<file path="src/rtl/core/bmrd_pkg.sv">
// Shared types and constants of the byte mismatch run detector.
`timescale 1ns / 1ps
package bmrd_pkg;

	localparam int CFG_INDEX_W = 2;
	localparam int LIMIT_W = 13;
	localparam int POS_W = 32;

	localparam logic [CFG_INDEX_W-1:0] CFG_MODULE_BASE = 2'd0;
	localparam logic [CFG_INDEX_W-1:0] CFG_SECTION_OFFSET = 2'd1;
	localparam logic [CFG_INDEX_W-1:0] CFG_HIT_LIMIT = 2'd2;

	localparam logic [LIMIT_W-1:0] HIT_LIMIT_RESET = 13'd4096;
	localparam logic [POS_W-1:0] RUN_COUNT_MAX = 32'hFFFF_FFFF;

	typedef struct packed {
		logic [63:0] module_base;
		logic [31:0] section_offset;
		logic [LIMIT_W-1:0] hit_limit;
	} cfg_t;

	typedef struct packed {
		logic [31:0] hit_rva;
		logic [63:0] hit_address;
		logic [7:0] live_first;
		logic [7:0] reference_first;
		logic [31:0] run_length;
	} hit_t;

endpackage

</file>
<file path="src/rtl/core/bmrd_run_tracker.sv">
// Mismatch run state, hit counting and hit formation for one byte pair per step.
`timescale 1ns / 1ps
module bmrd_run_tracker (
	input  logic            clk,
	input  logic            arst_n,
	input  logic            step,
	input  logic [7:0]      ref_byte,
	input  logic [7:0]      live_byte,
	input  logic            last,
	input  bmrd_pkg::cfg_t  cfg,
	output logic            hit_fire,
	output bmrd_pkg::hit_t  hit
);
	import bmrd_pkg::*;

	logic               in_run_q;
	logic [POS_W-1:0]   position_q;
	logic [POS_W-1:0]   run_start_q;
	logic [POS_W-1:0]   run_count_q;
	logic [7:0]         first_live_q;
	logic [7:0]         first_ref_q;
	logic [LIMIT_W-1:0] hits_q;

	logic               mismatch;
	logic               close_run;
	logic [POS_W-1:0]   run_start_d;
	logic [POS_W-1:0]   run_count_d;
	logic [7:0]         first_live_d;
	logic [7:0]         first_ref_d;
	logic [31:0]        rva;

	always_comb begin
		mismatch = ref_byte != live_byte;
		run_start_d = run_start_q;
		run_count_d = run_count_q;
		first_live_d = first_live_q;
		first_ref_d = first_ref_q;
		if (mismatch) begin
			if (!in_run_q) begin
				run_start_d = position_q;
				run_count_d = 32'd1;
				first_live_d = live_byte;
				first_ref_d = ref_byte;
			end else if (run_count_q != RUN_COUNT_MAX) begin
				run_count_d = run_count_q + 32'd1;
			end
		end
		close_run = mismatch ? last : in_run_q;
		hit_fire = close_run && (hits_q < cfg.hit_limit);
		rva = cfg.section_offset + run_start_d;
		hit.hit_rva = rva;
		hit.hit_address = cfg.module_base + {32'd0, rva};
		hit.live_first = first_live_d;
		hit.reference_first = first_ref_d;
		hit.run_length = run_count_d;
	end

	always_ff @(posedge clk or negedge arst_n) begin
		if (!arst_n) begin
			in_run_q <= 1'b0;
			position_q <= '0;
			run_start_q <= '0;
			run_count_q <= '0;
			first_live_q <= '0;
			first_ref_q <= '0;
			hits_q <= '0;
		end else if (step) begin
			in_run_q <= mismatch && !last;
			position_q <= last ? '0 : position_q + 32'd1;
			run_start_q <= run_start_d;
			run_count_q <= run_count_d;
			first_live_q <= first_live_d;
			first_ref_q <= first_ref_d;
			if (step && hit_fire) begin
				hits_q <= hits_q + 13'd1;
			end
		end
	end

endmodule

</file>
<file path="src/rtl/core/byte_mismatch_run_detector_unit.sv">
// Top level of the byte mismatch run detector: config registers, input and result registers.
//
// Channel  Direction  Handshake            Word
// cfg      in         cfg_valid/cfg_ready  cfg_index, cfg_data
// in       in         in_valid/in_ready    reference_byte, live_byte, section_end
// out      out        out_valid/out_ready  hit_rva, hit_address, live_first,
//                                          reference_first, run_length
//
// One byte pair is accepted per cycle unless the output stalls; the hit is registered.
// The rate is set by the input register feeding one compare and add stage into the result
// register. Reset clears the run state, hit count and config registers (hit limit to 4096).
// A stalled result holds the pipe, and the input register still takes one word behind it.
// The config port is always ready.
`timescale 1ns / 1ps
module byte_mismatch_run_detector_unit (
	input  logic                             clk,
	input  logic                             arst_n,
	input  logic                             cfg_valid,
	output logic                             cfg_ready,
	input  logic [bmrd_pkg::CFG_INDEX_W-1:0] cfg_index,
	input  logic [63:0]                      cfg_data,
	input  logic                             in_valid,
	output logic                             in_ready,
	input  logic [7:0]                       reference_byte,
	input  logic [7:0]                       live_byte,
	input  logic                             section_end,
	output logic                             out_valid,
	input  logic                             out_ready,
	output logic [31:0]                      hit_rva,
	output logic [63:0]                      hit_address,
	output logic [7:0]                       live_first,
	output logic [7:0]                       reference_first,
	output logic [31:0]                      run_length
);
	import bmrd_pkg::*;

	cfg_t       cfg_q;
	logic       valid_s1;
	logic [7:0] ref_s1;
	logic [7:0] live_s1;
	logic       end_s1;
	logic       out_valid_q;
	hit_t       hit_q;
	logic       advance;
	logic       hit_fire;
	hit_t       hit;

	assign cfg_ready = 1'b1;
	assign advance = !out_valid_q || out_ready;
	assign in_ready = !valid_s1 || advance;

	always_ff @(posedge clk or negedge arst_n) begin
		if (!arst_n) begin
			cfg_q.module_base <= '0;
			cfg_q.section_offset <= '0;
			cfg_q.hit_limit <= HIT_LIMIT_RESET;
		end else if (cfg_valid) begin
			case (cfg_index)
				CFG_MODULE_BASE: cfg_q.module_base <= cfg_data;
				CFG_SECTION_OFFSET: cfg_q.section_offset <= cfg_data[31:0];
				CFG_HIT_LIMIT: cfg_q.hit_limit <= cfg_data[LIMIT_W-1:0];
				default: ;
			endcase
		end
	end

	always_ff @(posedge clk or negedge arst_n) begin
		if (!arst_n) begin
			valid_s1 <= 1'b0;
		end else if (in_ready) begin
			valid_s1 <= in_valid;
		end
	end

	always_ff @(posedge clk) begin
		if (in_ready && in_valid) begin
			ref_s1 <= reference_byte;
			live_s1 <= live_byte;
			end_s1 <= section_end;
		end
	end

	bmrd_run_tracker u_tracker (
		.clk       (clk),
		.arst_n    (arst_n),
		.step      (valid_s1 && advance),
		.ref_byte  (ref_s1),
		.live_byte (live_s1),
		.last      (end_s1),
		.cfg       (cfg_q),
		.hit_fire  (hit_fire),
		.hit       (hit)
	);

	always_ff @(posedge clk or negedge arst_n) begin
		if (!arst_n) begin
			out_valid_q <= 1'b0;
		end else if (advance) begin
			out_valid_q <= valid_s1 && hit_fire;
		end
	end

	always_ff @(posedge clk) begin
		if (advance && valid_s1 && hit_fire) begin
			hit_q <= hit;
		end
	end

	assign out_valid = out_valid_q;
	assign hit_rva = hit_q.hit_rva;
	assign hit_address = hit_q.hit_address;
	assign live_first = hit_q.live_first;
	assign reference_first = hit_q.reference_first;
	assign run_length = hit_q.run_length;

endmodule

</file>
<file path="config.mk">
export PLATFORM = sky130hd
export DESIGN_NAME = byte_mismatch_run_detector_unit
export DESIGN_NICKNAME = d
export VERILOG_FILES = /design/src/rtl/core/bmrd_pkg.sv /design/src/rtl/core/bmrd_run_tracker.sv /design/src/rtl/core/byte_mismatch_run_detector_unit.sv
export SDC_FILE = /design/constraint.sdc
export NUM_CORES = 1
export LEC_CHECK = 0
export BUFFER_PORTS_ARGS = -buffer_cell sky130_fd_sc_hd__buf_2
export CAP_MARGIN = 20
export CORE_AREA = 5 5 176 221
export CTS_BUF_LIST = sky130_fd_sc_hd__clkbuf_8
export DETAILED_ROUTE_END_ITERATION = 8
export DIE_AREA = 0 0 181 226
export PLACE_DENSITY = 0.83
export SLEW_MARGIN = 10
export SYNTH_ARGS = -nofsm -noshare
export SYNTH_HDL_FRONTEND = slang
export SYNTH_SLANG_ARGS = --single-unit
</file>
<file path="constraint.sdc">
create_clock -name clk -period 6.35 [get_ports clk]
set_input_delay 0.635 -clock clk [delete_from_list [all_inputs] [get_ports clk]]
set_output_delay 0.635 -clock clk [all_outputs]
set_load 0.02 [all_outputs]
</file>
==> impl_metrics.env, run 1 <==
export IMPL_status="finished clean"
export IMPL_grt_max_degree=95
export IMPL_hold_viol=0
export IMPL_ys_seq_area_frac=0.544
export IMPL_cpPeakStageDelay_ps=400
export IMPL_gp_congestion=0.905
export IMPL_seqCellArea_um2=10800
export IMPL_root_buffer="clkbuf_8"
export IMPL_max_freq_mhz=160
export IMPL_core_area_um2=36700
export IMPL_syn_area_um2=19800
export IMPL_cp_required_ps=6750
export IMPL_dieWidth_um=181
export IMPL_cp_slowest_cell="edfxtp_1"
export IMPL_fin_cells=2541
export IMPL_power_leakage_nw=10.4
export IMPL_cts_hold_buf=0
export IMPL_rsz0062_at_grt="true"
export IMPL_ys_types=65
export IMPL_arrival_ps=6640
export IMPL_rows=79
export IMPL_synth_avg_cell_area_um2=11.4
export IMPL_holdWs_ps=37.3
export IMPL_yosysWarnings=0
export IMPL_yosys_area_share_simple=0.131
export IMPL_power_density_nw_per_um2=322
export IMPL_drive_gt1_frac=0.264
export IMPL_dieHeight_um=226
export IMPL_num_io_pins=235
export IMPL_drv_slew=0
export IMPL_synth_compound_area_frac=0.0878
export IMPL_layout_commonest_cell="dfrtp_1"
export IMPL_fin_crit_sh=0.982
export IMPL_final_nets=2170
export IMPL_cts_buffers=61
export IMPL_ant_nets=0
export IMPL_cts_sinks=398
export IMPL_crit_top_cell="o21a_1"
export IMPL_drt_wl_total_mm=47.2
export IMPL_worstSkewPairLatency_ps=660
export IMPL_grt_pass1_wl_mm=74.2
export IMPL_grt_ovfl_total=0
export IMPL_area_growth_pct=16.0
export IMPL_grt_antenna_before_repair=2
export IMPL_die_area_um2=40900
export IMPL_first_pass_iters=8
export IMPL_dp_hpwl_mm=32.9
export IMPL_path_clk_slew_ps=60
export IMPL_first_global_vias=14400
export IMPL_async_flop_share=0.595
export IMPL_crit_fanout=8
export IMPL_synth_fp_nets=1902
export IMPL_worst_pin_slew_ps=995
export IMPL_viasPerCell=5.65
export IMPL_hold_path_class="in -> async"
export IMPL_p_total_w=0.00739
export IMPL_peakVddDrop_mv=0.207
export IMPL_port_buffers=233
export IMPL_synth_top_family_by_area="simple AND/OR/NAND/NOR gates"
export IMPL_placed_cells=2415
export IMPL_post_route_min_period_ps=6230
export IMPL_vias=14300
export IMPL_slew_headroom=0.336
export IMPL_criticalPathCategory="reg -> reg"
export IMPL_mostFrequentLayoutCells="dfrtp_1 (236), nand2_1 (233), buf_2 (232), edfxtp_1 (161), mux2_2 (157)"
export IMPL_tns_ps=0
export IMPL_multi_input_area_um2=8790
export IMPL_h_tree_depth=2
export IMPL_finalSetupViolations=0
export IMPL_ys_ff_latch=398
export IMPL_synth_edf_count=161
export IMPL_post_drt_wl_per_cell_um=18.6
export IMPL_endpoint_kind="flop"
export IMPL_netlist_instances=1733
export IMPL_synthMuxAreaShare=0.0918
export IMPL_clockBufferDepth=3
export IMPL_fill_cells=2773
export IMPL_detail_route_iter0_violations=1044
export IMPL_grt_total_usage=0.222
export IMPL_cts_tree="built"
export IMPL_yosys_most_used_dff="dfrtp_1"
export IMPL_maxCapViolCount=0
export IMPL_drc=0
export IMPL_synth_fa_ha_area_frac=0.0519
export IMPL_finClkSkew_ps=49.1
export IMPL_synth_xor_area_share=0.0748
export IMPL_cp_start_kind="flop"
export IMPL_start_util=0.540
-- final timing paths --
kind | start | endpoint | slack (ps) | cells after the start
max in group asynchronous | arst_n | u_tracker.run_start_q[7] | 4870 | 2
min in group clk | reference_byte[4] | ref_s1[4] | 170 | 1
max | live_s1[5] | hit_address[55] | 120 | 28
max reg2reg | live_s1[5] | hit_address[55] | 120 | 28
min reg2reg | u_tracker.run_start_q[16] | u_tracker.run_start_q[16] | 470 | 2
min | arst_n | cfg_q[46] | 40 | 1
-- flip-flops by register name (all words and copies together) (netlist names), 13 cells and up --
register / count
u_tracker.run_start_q: 32
hit_address: 64
u_tracker.run_count_q: 32
hit_rva: 32
run_length: 32
cfg_q: 109
u_tracker.position_q: 32
u_tracker.hits_q: 13
-- critical path, delay by kind of cell, from the launching register on --
| family | cells | cell delay (ps) |
|---|---|---|
| flip-flops | 1 | 400 |
| buffers and inverters | 4 | 690 |
| AND/OR/NAND/NOR | 4 | 930 |
| XOR/XNOR | 3 | 480 |
| AO/OA/AOI/OAI | 14 | 2480 |
| adder cells (fa/ha/maj) | 2 | 690 |
| multiplexers | 1 | 300 |
-- final cells by class --
cell class                 count  area share
clock buffer                  70      0.0420
clock inverter                46     0.00986
timing repair buffer         267      0.0641
multi-input combinational   1239       0.383
antenna                        1    0.000109
sequential                   398       0.469
inverter                      34     0.00578
tap                          486      0.0265
-- Yosys cell counts, types with 34 or more instances --
library cell    n  area share
nand2_1       235       0.045
nor2_1        110       0.021
and3_1         38       0.012
inv_1          34      0.0064
o21ai_0        72       0.018
dfrtp_1       236        0.30
ha_1           79       0.050
a21o_1         35       0.013
nand3_1        55       0.014
a21oi_1        68       0.017
mux2_2        157       0.089
xnor2_1        92       0.041
clkbuf_1       44      0.0083
xor2_1         77       0.034
edfxtp_1      161        0.24
-- per-layer routing --
layer | track usage | up-vias | part of all wire
li1 | - | 6736 | -
met1 | 0.275 | 6949 | 0.40
met3 | 0.0451 | 129 | 0.063
met2 | 0.384 | 529 | 0.50
met5 | 0 | - | 0.00042
met4 | 0.0894 | 2 | 0.041
-- report_power, final --
group	switching [W]	total [W]	internal, W
Clock	0.00102	0.00207	0.00105
Combinational	0.00118	0.00199	0.000806
Sequential	0.000215	0.00333	0.00311
Total	0.00242	0.00739	0.00497
-- through the flow --
step / util / setup slack, ps / cell area, um^2
floorplan: - / 326 / 19800
global placement: 0.588 / 148 / 21500
detailed placement: 0.588 / -19.9 / 21500
CTS: 0.620 / 11.3 / 22700
global route: 0.626 / -121 / 23000
finish: 0.626 / 116 / 23000
-- logic make-up (layout without fill, tap and decap cells) --
family / Yosys count / in the layout
mux: 162 / 162
buf+inv: 96 / 417
xor+xnor: 169 / 169
simple gates: 552 / 552
compound gates: 274 / 274
other cells: 1 / 2
fa+ha+maj: 81 / 81
flops: 398 / 398
-- timing repair --
| item | in CTS | in global routing |
|---|---|---|
| endpoints found under the hold margin | 0 | 0 |
| setup buffers | 0 | 8 |
| cloned | 0 | 0 |
| pin swaps | 0 | 9 |
| endpoints found under the setup margin | 1 | 38 |
| resized for setup | 1 | 22 |
(Power assumes the default switching activity.)
==> run 2, diff against run 1 <==
--- a/config.mk
+++ b/config.mk
@@ -7,11 +7,11 @@
 export LEC_CHECK = 0
 export BUFFER_PORTS_ARGS = -buffer_cell sky130_fd_sc_hd__buf_2
 export CAP_MARGIN = 20
-export CORE_AREA = 5 5 176 221
+export CORE_AREA = 5 5 169 212
 export CTS_BUF_LIST = sky130_fd_sc_hd__clkbuf_8
 export DETAILED_ROUTE_END_ITERATION = 8
-export DIE_AREA = 0 0 181 226
-export PLACE_DENSITY = 0.83
+export DIE_AREA = 0 0 174 217
+export PLACE_DENSITY = 0.86
 export SLEW_MARGIN = 10
 export SYNTH_ARGS = -nofsm -noshare
 export SYNTH_HDL_FRONTEND = slang
==> constraint.sdc (replaced) <==
create_clock -name clk -period 5.8 [get_ports clk]
set_input_delay 0.58 -clock clk [delete_from_list [all_inputs] [get_ports clk]]
set_output_delay 0.58 -clock clk [all_outputs]
set_load 0.02 [all_outputs]
==> run 2 against run 1 <==
- the flow now finishes with violations (setup timing)
- design area grew 7.3%
- sequential power grew 10%
- global-route usage grew 4.2 points
- utilization increased by 11 points
- worst setup slack worse by 450 ps
- critical path type unchanged
==> impl_metrics.env, run 2 (synthesis results as in run 1) <==
export IMPL_grt_max_degree=130
export IMPL_clockBufferDepth=3
export IMPL_cpPeakStageDelay_ps=410
export IMPL_finalSetupViolations=32
export IMPL_start_util=0.593
export IMPL_p_int_w=0.00597
export IMPL_peakVddDrop_mv=0.253
export IMPL_power_density_nw_per_um2=360
export IMPL_maxCapViolCount=0
export IMPL_max_freq_mhz=163
export IMPL_grt_pass1_wl_mm=81.8
export IMPL_worstSkewPairLatency_ps=640
export IMPL_worst_pin_slew_ps=950
export IMPL_cts_tree="built"
export IMPL_crit_fanout=5
export IMPL_rsz0062_at_grt="true"
export IMPL_largest_reg_flops=109
export IMPL_power_leakage_nw=11.3
export IMPL_die_area_um2=37800
export IMPL_mostFrequentLayoutCells="dfrtp_1 (236), buf_2 (232), nand2_1 (231), edfxtp_1 (161), buf_4 (154)"
export IMPL_hold_path_class="in -> async"
export IMPL_h_tree_depth=2
export IMPL_ant_nets=0
export IMPL_cts_hold_buf=0
export IMPL_drt_wl_total_mm=53.5
export IMPL_post_drt_wl_per_cell_um=20.5
export IMPL_tns_ps=-6010
export IMPL_netSwitchingFraction=0.327
export IMPL_cp_start_kind="flop"
export IMPL_layout_commonest_cell="dfrtp_1"
export IMPL_slew_headroom=0.366
export IMPL_drv_slew=0
export IMPL_cp_required_ps=6170
export IMPL_criticalPathCategory="reg -> reg"
export IMPL_fin_ws_ps=-334
export IMPL_viasPerCell=5.96
export IMPL_vias=15500
export IMPL_grt_antenna_before_repair=3
export IMPL_dieWidth_um=174
export IMPL_endpoint_kind="flop"
export IMPL_first_pass_iters=6
export IMPL_detail_route_iter0_violations=1218
export IMPL_port_buffers=233
export IMPL_post_route_min_period_ps=6130
export IMPL_seq_power_share=0.414
export IMPL_p_clk_frac=0.278
export IMPL_grt_total_usage=0.264
export IMPL_path_clk_slew_ps=70
export IMPL_final_nets=2302
export IMPL_failed_checks="setup timing"
export IMPL_core_area_um2=33400
export IMPL_area_growth_pct=24.4
export IMPL_first_global_vias=15800
export IMPL_root_buffer="clkbuf_8"
export IMPL_arrival_ps=6510
export IMPL_drc=0
export IMPL_grt_ovfl_total=0
export IMPL_status="complete, but fails checks"
export IMPL_power_switching_w=0.00290
export IMPL_holdWs_ps=7.69
export IMPL_rows=75
export IMPL_gp_congestion=0.921
export IMPL_fill_cells=2007
export IMPL_hold_viol=0
export IMPL_drive_gt1_frac=0.346
export IMPL_finClkSkew_ps=41.5
export IMPL_comb_power_share=0.308
export IMPL_p_total_w=0.00886
export IMPL_dieHeight_um=217
export IMPL_cp_slowest_cell="edfxtp_1"
export IMPL_num_io_pins=235
export IMPL_cts_sinks=398
export IMPL_fin_crit_sh=1.06
export IMPL_cts_buffers=58
export IMPL_dp_hpwl_mm=34.6
export IMPL_regMostFlops="cfg_q"
-- run 2: through the flow --
step	setup slack, ps	instances	utilization	cell area (um^2)
6_report	-334	2606	0.737	24600
5_1_grt	-546	2605	0.737	24600
4_1_cts	-111	2592	0.722	24100
3_5_place_dp	-538	2465	0.669	22300
3_3_place_gp	-306	2465	0.669	22300
2_1_floorplan	15.8	1733	-	19800
-- run 2: final cells by class --
class,count,area (um^2),area share
Antenna cell,1,2.50,0.000102
Clock buffer,72,991,0.0402
Clock inverter,37,290,0.0118
Inverter,34,133,0.00538
Multi-Input combinational cell,1239,9370,0.380
Sequential cell,398,10800,0.437
Tap cell,423,529,0.0215
Timing Repair Buffer,402,2550,0.104
-- run 2: critical path, delay by kind of cell (launching register included) --
family	cells	cell delay [ps]
and+or+nand+nor	4	620
adders and majority gates	3	610
buffers and inverters	6	810
DFF	1	410
AOI/OAI and AO/OA	13	2700
muxes	1	320
xor gates and xnor gates	3	410
-- run 2: path summary, 6_finish.rpt --
kind	startpoint	endpoint	slack, ps	depth (start not counted)
max in group asynchronous	arst_n	cfg_q[40]	4540	2
min in group clk	section_end	end_s1	140	1
setup reg to reg	ref_s1[3]	hit_address[39]	-330	30
setup / recovery	ref_s1[3]	hit_address[39]	-330	30
hold / removal	arst_n	u_tracker.run_count_q[6]	8	1
hold reg to reg	u_tracker.run_start_q[15]	u_tracker.run_start_q[15]	470	2
-- run 2: what timing repair did --
action,4_1_cts,5_1_grt
setup buffers,18,15
cloned,0,1
setup endpoints to repair,37,44
pin swaps,43,49
gates resized for setup,69,74
-- run 2: power groups by stage --
stage / clock network (W) / registers, W / logic [W]
5_1_grt: 0.00263 / 0.00370 / 0.00292
4_1_cts: 0.00249 / 0.00365 / 0.00249
6_report: 0.00247 / 0.00367 / 0.00273
3_5_place_dp: 0 / 0.00369 / 0.00234
2_1_floorplan: 0 / 0.00380 / 0.00133
3_3_place_gp: 0 / 0.00367 / 0.00226
-- run 2: per-layer routing --
layer / track usage / vias to the layer above / wire [um]
met3: 0.0573 / 205 / 3820
met1: 0.320 / 7589 / 20500
met2: 0.458 / 743 / 26500
li1: - / 6989 / -
met4: 0.113 / 4 / 2730
met5: 0 / - / 23
